## config.mk

```make
export PLATFORM = sky130hd
export DESIGN_NAME = manchester_beacon_crc4_transmitter_core
export DESIGN_NICKNAME = d
export VERILOG_FILES = /design/src/sv/mbt_pkg.sv /design/src/sv/mbt_frame_build.sv /design/src/sv/manchester_beacon_crc4_transmitter_core.sv
export SDC_FILE = /design/constraint.sdc
export NUM_CORES = 1
export LEC_CHECK = 0
export BUFFER_PORTS_ARGS = -buffer_cell sky130_fd_sc_hd__clkbuf_2
export CAP_MARGIN = 25
export CORE_ASPECT_RATIO = 2
export CORE_MARGIN = 1
export CORE_UTILIZATION = 45
export CTS_CLUSTER_DIAMETER = 150
export DETAILED_ROUTE_END_ITERATION = 7
export PLACE_DENSITY_LB_ADDON = 0.05
export SETUP_SLACK_MARGIN = 0.15
export SLEW_MARGIN = 20
export SYNTH_ARGS = -nofsm -noshare
export SYNTH_HDL_FRONTEND = slang
export SYNTH_SLANG_ARGS = --single-unit
```

## constraint.sdc

```tcl
create_clock -name clk -period 12.85 [get_ports clk]
set_input_delay 2.57 -clock clk [delete_from_list [all_inputs] [get_ports clk]]
set_output_delay 2.57 -clock clk [all_outputs]
set_load 0.02 [all_outputs]
```

## src/sv/mbt_pkg.sv

```systemverilog
// ----------------------------------------------------------------------------
// mbt_pkg
// Shared widths, register indexes, reset values and the CRC-4 helper.
// ----------------------------------------------------------------------------
`timescale 1ns / 1ps

package mbt_pkg;

    localparam int ID_W       = 15;
    localparam int THRESH_W   = 10;
    localparam int INTERVAL_W = 16;
    localparam int CFG_DATA_W = 16;
    localparam int CFG_ADDR_W = 2;
    localparam int WORD_W     = 16;
    localparam int CRC_W      = 4;
    localparam int FRAME_W    = 21;
    localparam int POS_W      = 5;
    localparam int OUT_DATA_W = 8;

    // register indexes
    localparam logic [CFG_ADDR_W-1:0] CFG_IDX_DEVICE_ID = 2'd0;
    localparam logic [CFG_ADDR_W-1:0] CFG_IDX_THRESHOLD = 2'd1;
    localparam logic [CFG_ADDR_W-1:0] CFG_IDX_INTERVAL  = 2'd2;

    localparam logic [ID_W-1:0]       RESET_ID       = 15'd104;
    localparam logic [THRESH_W-1:0]   RESET_THRESH   = 10'd262;
    localparam logic [INTERVAL_W-1:0] RESET_INTERVAL = 16'd225;
    localparam logic [INTERVAL_W-1:0] COUNT_MAX      = 16'hFFFF;

    localparam logic [POS_W-1:0] FRAME_BITS = 5'd21;
    localparam logic [POS_W-1:0] LAST_POS   = 5'd20;

    typedef logic [FRAME_W-1:0] frame_t;
    typedef logic [WORD_W-1:0]  word_t;
    typedef logic [CRC_W-1:0]   crc_t;

    // x^i mod (x^4 + x^2 + x + 1) for every bit of the 16-bit word
    localparam crc_t [WORD_W-1:0] CRC_COL = '{
        4'h2, 4'h1, 4'hB, 4'hE, 4'h7, 4'h8, 4'h4, 4'h2,
        4'h1, 4'hB, 4'hE, 4'h7, 4'h8, 4'h4, 4'h2, 4'h1
    };

    // remainder is linear in the word: XOR of the columns of the set bits
    function automatic crc_t crc4_of(input word_t word);
        crc_t acc;
        acc = '0;
        for (int i = 0; i < WORD_W; i++)
        begin
            if (word[i])
            begin
                acc = acc ^ CRC_COL[i];
            end
        end
        return acc;
    endfunction

endpackage

```

## src/sv/mbt_frame_build.sv

```systemverilog
// ----------------------------------------------------------------------------
// mbt_frame_build
// Assembles preamble, flag, device id and CRC-4 into one 21-bit frame.
// ----------------------------------------------------------------------------
`timescale 1ns / 1ps

module mbt_frame_build (
    input  logic [mbt_pkg::ID_W-1:0] device_id,
    input  logic                     low_volt,
    output mbt_pkg::frame_t          frame
);
    import mbt_pkg::*;

    word_t word;

    assign word  = {low_volt, device_id};
    assign frame = {1'b1, word, crc4_of(word)};

endmodule

```

## src/sv/manchester_beacon_crc4_transmitter_core.sv

```systemverilog
// ----------------------------------------------------------------------------
// manchester_beacon_crc4_transmitter_core
// Periodic Manchester beacon with a CRC-4 protected id frame.
// ----------------------------------------------------------------------------
// Usage:
//   Input stream (s_*): one word per tick. s_tuser is the tick kind
//   (0 slow sleep tick, 1 half-bit tick), s_tdata the supply sample.
//   Output stream (m_*): one word per input word, in order. m_tdata carries
//   the LED level and the sending flag; m_tlast marks the tick that closes
//   a frame.
//   Config port: cfg_we/cfg_addr/cfg_wdata writes device id (0), voltage
//   threshold (1) or sleep interval (2); write only while idle.
// Timing:
//   m_tvalid is set in the cycle after acceptance. Unless the output stalls,
//   one word can be taken every cycle: all per-tick work (frame build, CRC,
//   bit select) is one combinational pass into state and output registers.
// Reset:
//   Registers take their defaults; the sleep count starts at the interval,
//   so the first tick after reset launches a frame.
// Stall:
//   The output register holds its word while m_tready is low; s_tready then
//   drops, so no word is lost or dropped.
// ----------------------------------------------------------------------------
`timescale 1ns / 1ps

module manchester_beacon_crc4_transmitter_core #(
    parameter int SAMPLE_BITS = 10
) (
    input  logic                               clk,
    input  logic                               rst_n,
    // config write port
    input  logic                               cfg_we,
    input  logic [mbt_pkg::CFG_ADDR_W-1:0]     cfg_addr,
    input  logic [mbt_pkg::CFG_DATA_W-1:0]     cfg_wdata,
    // input stream
    input  logic                               s_tvalid,
    output logic                               s_tready,
    input  logic [((SAMPLE_BITS+7)/8)*8-1:0]   s_tdata,   // [SAMPLE_BITS-1:0] voltage_sample
    input  logic                               s_tuser,   // [0] mode
    // output stream
    output logic                               m_tvalid,
    input  logic                               m_tready,
    output logic [mbt_pkg::OUT_DATA_W-1:0]     m_tdata,   // [0] led_lit, [1] sending
    output logic                               m_tlast    // frame_done
);
    import mbt_pkg::*;

    localparam int CMP_W = (SAMPLE_BITS > THRESH_W) ? SAMPLE_BITS : THRESH_W;

    // configuration
    logic [ID_W-1:0]       device_id_reg;
    logic [THRESH_W-1:0]   threshold_reg;
    logic [INTERVAL_W-1:0] interval_reg;

    // transmitter state
    logic [INTERVAL_W-1:0]  count_reg, count_next;
    logic                   busy_reg, busy_next;
    frame_t                 frame_reg, frame_next;
    logic [POS_W-1:0]       pos_reg, pos_next;
    logic                   half_reg, half_next;
    logic [SAMPLE_BITS-1:0] sample_reg, sample_next;
    logic                   led_reg, led_next;
    logic                   done_next;

    // output register
    logic                   out_valid_reg;
    logic                   out_led_reg;
    logic                   out_busy_reg;
    logic                   out_done_reg;

    logic                   accept;
    logic                   start;
    logic                   low_volt;
    frame_t                 built_frame;
    frame_t                 frame_e;
    frame_t                 bit_mask;
    frame_t                 lowest;
    logic                   busy_e;
    logic [POS_W-1:0]       pos_e;
    logic                   half_e;
    logic [INTERVAL_W-1:0]  count_e;
    logic                   led_e;
    logic                   cur_bit;

    assign s_tready = !out_valid_reg || m_tready;
    assign accept   = s_tvalid && s_tready;

    assign low_volt = CMP_W'(sample_reg) > CMP_W'(threshold_reg);

    mbt_frame_build u_frame_build (
        .device_id (device_id_reg),
        .low_volt  (low_volt),
        .frame     (built_frame)
    );

    // a frame starts at the head of the tick when idle and the wait is over
    assign start = !busy_reg && (count_reg >= interval_reg);

    always_comb
    begin
        busy_e  = busy_reg || start;
        frame_e = start ? built_frame : frame_reg;
        pos_e   = start ? '0 : pos_reg;
        half_e  = start ? 1'b0 : half_reg;
        count_e = start ? '0 : count_reg;
        led_e   = start ? 1'b0 : led_reg;

        bit_mask = frame_t'(1) << (LAST_POS - pos_e);
        cur_bit  = |(frame_e & bit_mask);
        lowest   = frame_e & (~frame_e + frame_t'(1));

        busy_next   = busy_e;
        frame_next  = frame_e;
        pos_next    = pos_e;
        half_next   = half_e;
        count_next  = count_e;
        led_next    = led_e;
        sample_next = sample_reg;
        done_next   = 1'b0;

        if (!s_tuser)
        begin
            // slow tick: saturating sleep count
            if (count_e != COUNT_MAX)
            begin
                count_next = count_e + INTERVAL_W'(1);
            end
        end
        else if (busy_e)
        begin
            if (pos_e < FRAME_BITS)
            begin
                led_next = cur_bit ^ half_e;
                if (lowest == bit_mask)
                begin
                    sample_next = s_tdata[SAMPLE_BITS-1:0];
                end
                if (half_e)
                begin
                    pos_next  = pos_e + POS_W'(1);
                    half_next = 1'b0;
                end
                else
                begin
                    half_next = 1'b1;
                end
            end
            else
            begin
                // trailing tick: LED off, frame closed
                led_next   = 1'b0;
                busy_next  = 1'b0;
                count_next = '0;
                done_next  = 1'b1;
            end
        end
    end

    always_ff @(posedge clk or negedge rst_n)
    begin
        if (!rst_n)
        begin
            device_id_reg <= RESET_ID;
            threshold_reg <= RESET_THRESH;
            interval_reg  <= RESET_INTERVAL;
        end
        else if (cfg_we)
        begin
            unique case (cfg_addr)
                CFG_IDX_DEVICE_ID: device_id_reg <= cfg_wdata[ID_W-1:0];
                CFG_IDX_THRESHOLD: threshold_reg <= cfg_wdata[THRESH_W-1:0];
                CFG_IDX_INTERVAL:  interval_reg  <= cfg_wdata[INTERVAL_W-1:0];
                default:           ;
            endcase
        end
    end

    always_ff @(posedge clk or negedge rst_n)
    begin
        if (!rst_n)
        begin
            count_reg  <= RESET_INTERVAL;
            busy_reg   <= 1'b0;
            frame_reg  <= '0;
            pos_reg    <= '0;
            half_reg   <= 1'b0;
            sample_reg <= '0;
            led_reg    <= 1'b0;
        end
        else if (accept)
        begin
            count_reg  <= count_next;
            busy_reg   <= busy_next;
            frame_reg  <= frame_next;
            pos_reg    <= pos_next;
            half_reg   <= half_next;
            sample_reg <= sample_next;
            led_reg    <= led_next;
        end
    end

    always_ff @(posedge clk or negedge rst_n)
    begin
        if (!rst_n)
        begin
            out_valid_reg <= 1'b0;
        end
        else if (accept)
        begin
            out_valid_reg <= 1'b1;
        end
        else if (m_tready)
        begin
            out_valid_reg <= 1'b0;
        end
    end

    // output payload, no reset needed
    always_ff @(posedge clk)
    begin
        if (accept)
        begin
            out_led_reg  <= led_next;
            out_busy_reg <= busy_next;
            out_done_reg <= done_next;
        end
    end

    assign m_tvalid = out_valid_reg;
    assign m_tdata  = {(OUT_DATA_W-2)'(0), out_busy_reg, out_led_reg};
    assign m_tlast  = out_done_reg;

endmodule

```

# After elaboration in Yosys (flattened, before gate mapping)

Cells that the tools add are included.

Flip-flop bits (word level): 100
Bits in latches: 0
Bits in writable memories: 0
Bits in read-only memories: 0
Input port bits: 40
Output and inout port bits: 11
Logic and storage cells: 101
Memories: 0

Add/sub/neg operators: 4
$mul: 0
Div/mod/pow operators: 0
Order comparisons: 3
Eq/ne operators: 4
Shifts and indexed selects: 1
Muxes and demuxes: 42
Bitwise logic cells: 19
Reductions and logical operators: 14

Operator list:

| operator                                          | count |
|---|---|
| 2-to-1 mux 16 bit                                 | 5 |
| AND 21 bit                                        | 2 |
| 2-to-1 mux 5 bit                                  | 5 |
| 2-to-1 mux 4 bit                                  | 6 |
| adder 21 x 1 -> 21 bit (second input constant)    | 1 |
| equality test 21 bit                              | 1 |
| 2-to-1 mux 21 bit                                 | 1 |
| NOT 21 bit                                        | 1 |
| OR reduction 21 bit                               | 1 |
| left shift 1 x 5 -> 21 bit (first input constant) | 1 |
| 2-to-1 mux 1 bit                                  | 18 |
| NOT 3 bit                                         | 6 |
| adder 16 x 1 -> 16 bit (second input constant)    | 1 |
| >= comparator 16 bit                              | 1 |
| != test 16 bit (second input constant)            | 1 |
| 2-to-1 mux 3 bit                                  | 4 |
| > comparator 10 bit                               | 1 |
| AND reduction 2 bit                               | 4 |
| 2-to-1 mux 2 bit                                  | 3 |
| NOT 1 bit                                         | 6 |
| adder 5 x 1 -> 5 bit (second input constant)      | 1 |
| < comparator 5 bit (second input constant)        | 1 |
| AND reduction 5 bit                               | 1 |
| subtractor 5 bit (first input constant)           | 1 |
| other kinds (9)                                   | 14 |

# Depth between registers and ports, before layout

Depth in word-level cells: 31
Gate-level depth with buffers: 24

# Cells and area by module

A second synthesis with hierarchy kept.

Cell total of the unflattened synthesis: 708
Area, all modules: 6860.3 µm²

Modules (own cells, without submodules):

| module                                  | instances | cells each | area an instance (µm²) | seq. area each (µm²) |
|---|---|---|---|---|
| manchester_beacon_crc4_transmitter_core | 1         | 674        | 6560.0                 | 2534.9 |
| mbt_frame_build                         | 1         | 34         | 300.3                  | 0.0 |

# Worst setup path after synthesis

Ideal clock, no wire load.

Kind: reg2reg
Start point: register count_reg[0]
End point: register sample_reg[0]
Setup time: 125 ps
Data arrival time: 5744 ps
Data required time: 12725 ps
Path slack: 6981 ps
Cell stages (with the launch flop): 25
Path buffers: 5
Cell sequence: dfstp_2 -> inv_1 -> ha_1 -> nand2b_1 -> a2111oi_4 -> o31ai_4 -> o21ai_2 -> buf_6 -> clkbuf_1 -> clkbuf_1 -> clkbuf_1 -> nand2_1 -> ha_1 -> buf_2 -> nand2b_1 -> o221a_2 -> nor2_1 -> a32o_1 -> o2111ai_1 -> a211oi_1 -> and4_1 -> o211ai_1 -> nor4_2 -> nand3_4 -> mux2_4

Cells in the longest elaborated chain, start to end: 8

Ends and longest elaborated chain:

| item                                     | RTL line                                       | source |
|---|---|---|
| start, declared                          | manchester_beacon_crc4_transmitter_core.sv:56  | `logic [INTERVAL_W-1:0] count_reg, count_next;` |
| start signal, assigned                   | manchester_beacon_crc4_transmitter_core.sv:192 | `count_reg <= count_next;` |
| >= comparator 16 bit (*)                 | manchester_beacon_crc4_transmitter_core.sv:97  | `assign start = !busy_reg && (count_reg >= interval_reg);` |
| logical AND 1 bit (*)                    | manchester_beacon_crc4_transmitter_core.sv:97  |  |
| 2-to-1 mux 21 bit                        | manchester_beacon_crc4_transmitter_core.sv:102 | `frame_e = start ? built_frame : frame_reg;` |
| NOT 21 bit                               | manchester_beacon_crc4_transmitter_core.sv:110 | `lowest = frame_e & (~frame_e + frame_t'(1));` |
| adder 21 x 1 -> 21 bit                   | manchester_beacon_crc4_transmitter_core.sv:110 |  |
| AND 21 bit                               | manchester_beacon_crc4_transmitter_core.sv:110 |  |
| equality test 21 bit                     | manchester_beacon_crc4_transmitter_core.sv:134 | `if (lowest == bit_mask)` |
| AND reduction 5 bit (no source line) (*) | -                                              |  |
| end signal, assigned                     | manchester_beacon_crc4_transmitter_core.sv:197 | `sample_reg <= sample_next;` |
| end, declared                            | manchester_beacon_crc4_transmitter_core.sv:61  | `logic [SAMPLE_BITS-1:0] sample_reg, sample_next;` |

Mark *: on every way between the ends. The rest lies on a longest branch, timed or not.
A chain may end at the register's enable or synchronous reset.

# Worst setup path in the final report

Start point: register interval_reg[7]
End point: register sample_reg[6]

Cells in the longest elaborated chain, start to end: 8

Ends and longest elaborated chain:

| item                                     | RTL line                                       | source |
|---|---|---|
| start, declared                          | manchester_beacon_crc4_transmitter_core.sv:53  | `logic [INTERVAL_W-1:0] interval_reg;` |
| start signal, assigned                   | manchester_beacon_crc4_transmitter_core.sv:172 | `CFG_IDX_INTERVAL: interval_reg <= cfg_wdata[INTERVAL_W-1:0];` |
| >= comparator 16 bit (*)                 | manchester_beacon_crc4_transmitter_core.sv:97  |  |
| logical AND 1 bit (*)                    | manchester_beacon_crc4_transmitter_core.sv:97  |  |
| 2-to-1 mux 21 bit                        | manchester_beacon_crc4_transmitter_core.sv:102 |  |
| NOT 21 bit                               | manchester_beacon_crc4_transmitter_core.sv:110 |  |
| adder 21 x 1 -> 21 bit                   | manchester_beacon_crc4_transmitter_core.sv:110 |  |
| AND 21 bit                               | manchester_beacon_crc4_transmitter_core.sv:110 |  |
| equality test 21 bit                     | manchester_beacon_crc4_transmitter_core.sv:134 |  |
| AND reduction 5 bit (no source line) (*) | -                                              |  |

Marked as above.

==> metrics <==
status finished clean; initial antenna violation count 0; most common cell in the synthesized netlist nand2_1; setup slack, reg-to-reg 6.71 ns; pin count of the biggest net entering global routing 74; grt ovf 0; worst slack, placed 6.77 ns; PortBufs 38; area leader, netlist dfrtp_1; final hold viol count 0; DRT Pass-1 Iters 5; post-CTS setup buffer count 0; synth unique cells 89; # hold bufs at CTS 0; routability congestion estimate 0.933; largest cells by area after synthesis dfrtp_1 30%, mux2_2 6.9%, ha_1 6.2%, nand2_1 5.9%, dfstp_2 5.4%; Required @ worst endpoint 13.09 ns; Synth warnings 0; switching share of total power 41.9%; WL per Instance 20.3 µm; slowest stage delay, CP 0.65 ns; Setup violations, final 0; H-tree depth 3; cell internal pwr 0.000760 W; Reg clk slew, reported paths 0.07 ns; Worst-Skew Late Latency 0.36 ns; # DRC 0; min-delay worst type register to register; RSZ-0062 raised after global routing no; Synth top cells by count 107 x nand2_1, 83 x dfrtp_1, 47 x o21ai_0; Seq/Total Area, Yosys 37.0%; Max-cap violations 0; Final Skew 0.0138 ns; Final Power 0.00131 W; Area Overhead vs Synth 8.81%; Clock Tree Buf Depth 2; sequential power share 35.8%; first-pass GRT wire length 30,500 µm; Ant. Diodes 0; Worst path slowest cell o22ai_1; Synth Instances 735; Routed WL 19,400 µm; Main synth FF type dfrtp_1; Mean Syn Cell Area 9.31 µm²; critical-path maximum fanout 14; Die Y 176 µm; clock share of power 20.5%; cell area after synthesis 6840 µm²; Starting Density 46.2%; Post-synth EDFFs 3; setup_tns 0 ns; CP startpoint kind register; max-slew violation count 0; vias in the first global route 5,630; Psw 0.000548 W; critical-path cell list inv_1, ha_1, nand4_1, or3_4, o31ai_4, o21ai_4, nand2_1, ha_1, nor4bb_1, nor2_1, o22ai_1, a32o_1, o2111ai_1, a211oi_1, and4_1, o211ai_1, nor4_2, nand3_4, mux2_4; flops & latches, synth 100; share of layout cells above drive strength 1 20.1%; die area 15,700 µm²; Yosys top cell area share 30.4%; Slew @ Worst Pin 0.896 ns; Final ANT Viol Nets 0; GRT Overall Usage 26.4%; post-layout worst setup margin 6.71 ns; Max Freq 0.163 GHz; die span in x 89.2 µm; crit path kind register to register; most frequent CP cell ha_1; Root Driver clkbuf_16; share of synthesized registers carrying an async set or reset 97.0%; CP Capture Type register; CTS tree built; max reg flops 21; Worst Path Arrival 6.39 ns; routed vias 5,678; TritonCTS Buffers 9; crit path time final 6.14 ns; FP Rows 63; DP HPWL 15,100 µm; DRT iter0 DRCs 327; Pwr Density 176 nW/µm²; # clock sinks 100; WP buf/inv 1; Peak VDD IR 0.0924 mV; slew margin rel. 39.8%; core area 14,800 µm²; period utilisation layout 47.8%; Leak 3.38 nW; Via density 5.94; Top-Level Pins 51; final net count 830; CP top delay family simple AND/OR/NAND/NOR gates; Post-CTS Resized 0; combinational share of power 43.7%
layer usage:
layer / up-vias / routed length, µm / part of all wire, % / global-route usage [%]
met4: 0 / 1140 / 5.9 / 15.3
met3: 52 / 525 / 2.7 / 3.23
met5: - / 0 / 0 / 0
li1: 2696 / - / - / -
met1: 2773 / 7040 / 36 / 28.0
met2: 157 / 10700 / 55 / 48.1
cell usage in the layout (no fill, tap or decap), types with 8 or more instances in the layout:
cell	count
a31oi_1	11
ha_1	34
a211oi_1	8
dfstp_2	14
clkbuf_16	9
dfrtp_1	83
o21ai_0	47
xor2_1	8
mux2_4	10
mux2_2	42
nand3_1	15
nor3_1	20
a21oi_1	24
mux2i_1	10
nor2_1	44
inv_1	39
xnor2_1	10
clkbuf_2	37
nand4_1	12
nand2b_1	14
nand2_1	107
path summary, 6_finish.rpt:
check	from	endpoint	cells after the start
setup / recovery	interval_reg[7]$_DFFE_PN1P_	sample_reg[6]$_DFFE_PN0P_	19
hold / removal	interval_reg[4]$_DFFE_PN0P_	interval_reg[4]$_DFFE_PN0P_	1
setup reg to reg	interval_reg[7]$_DFFE_PN1P_	sample_reg[6]$_DFFE_PN0P_	19
hold reg to reg	interval_reg[4]$_DFFE_PN0P_	interval_reg[4]$_DFFE_PN0P_	1
max in group asynchronous	rst_n	count_reg[0]$_DFFE_PN1P_	3
min in group asynchronous	rst_n	frame_reg[20]$_DFFE_PN0P_	1
kinds of logic (layout without fill, tap and decap cells):
| group | Yosys count | count (layout) | share of synthesized area [%] |
|---|---|---|---|
| buffers and inverters | 79 | 100 | 5.45 |
| AOI/OAI and AO/OA | 172 | 172 | 18.0 |
| and+or+nand+nor | 265 | 265 | 19.4 |
| adders and majority gates | 34 | 34 | 6.22 |
| other | 1 | 6 | 0.0548 |
| xor gates and xnor gates | 22 | 22 | 3.25 |
| DFF | 100 | 100 | 37.0 |
| muxes | 62 | 62 | 10.6 |
through the flow:
stage,util (%),hold WS (ns),std cells,area [µm²]
final,50.2,0.507,956,7450
after global routing,50.2,0.528,956,7450
after CTS,50.0,0.510,954,7400
after detailed placement,48.1,0.494,938,7120
after global placement,48.1,0.479,938,7120
after floorplan,-,0.443,740,6860
layout make-up:
cell class / instances / area (µm²)
clock buffers: 10 / 229
clock inverters: 6 / 52.6
fillers: 1442 / 7370
inverters: 39 / 146
multi-input cells: 561 / 3970
flip-flops and latches: 100 / 2530
well taps: 195 / 244
repair buffers: 45 / 273
power groups by stage:
stage | Combinational, W | Clock (W) | Sequential, W
CTS | 0.000570 | 0.000273 | 0.000468
global route | 0.000630 | 0.000283 | 0.000478
detailed placement | 0.000567 | 0 | 0.000475
floorplan | 0.000445 | 0 | 0.000436
global placement | 0.000557 | 0 | 0.000471
finish | 0.000571 | 0.000268 | 0.000468
Note: power is estimated with default switching activity, not from simulation.
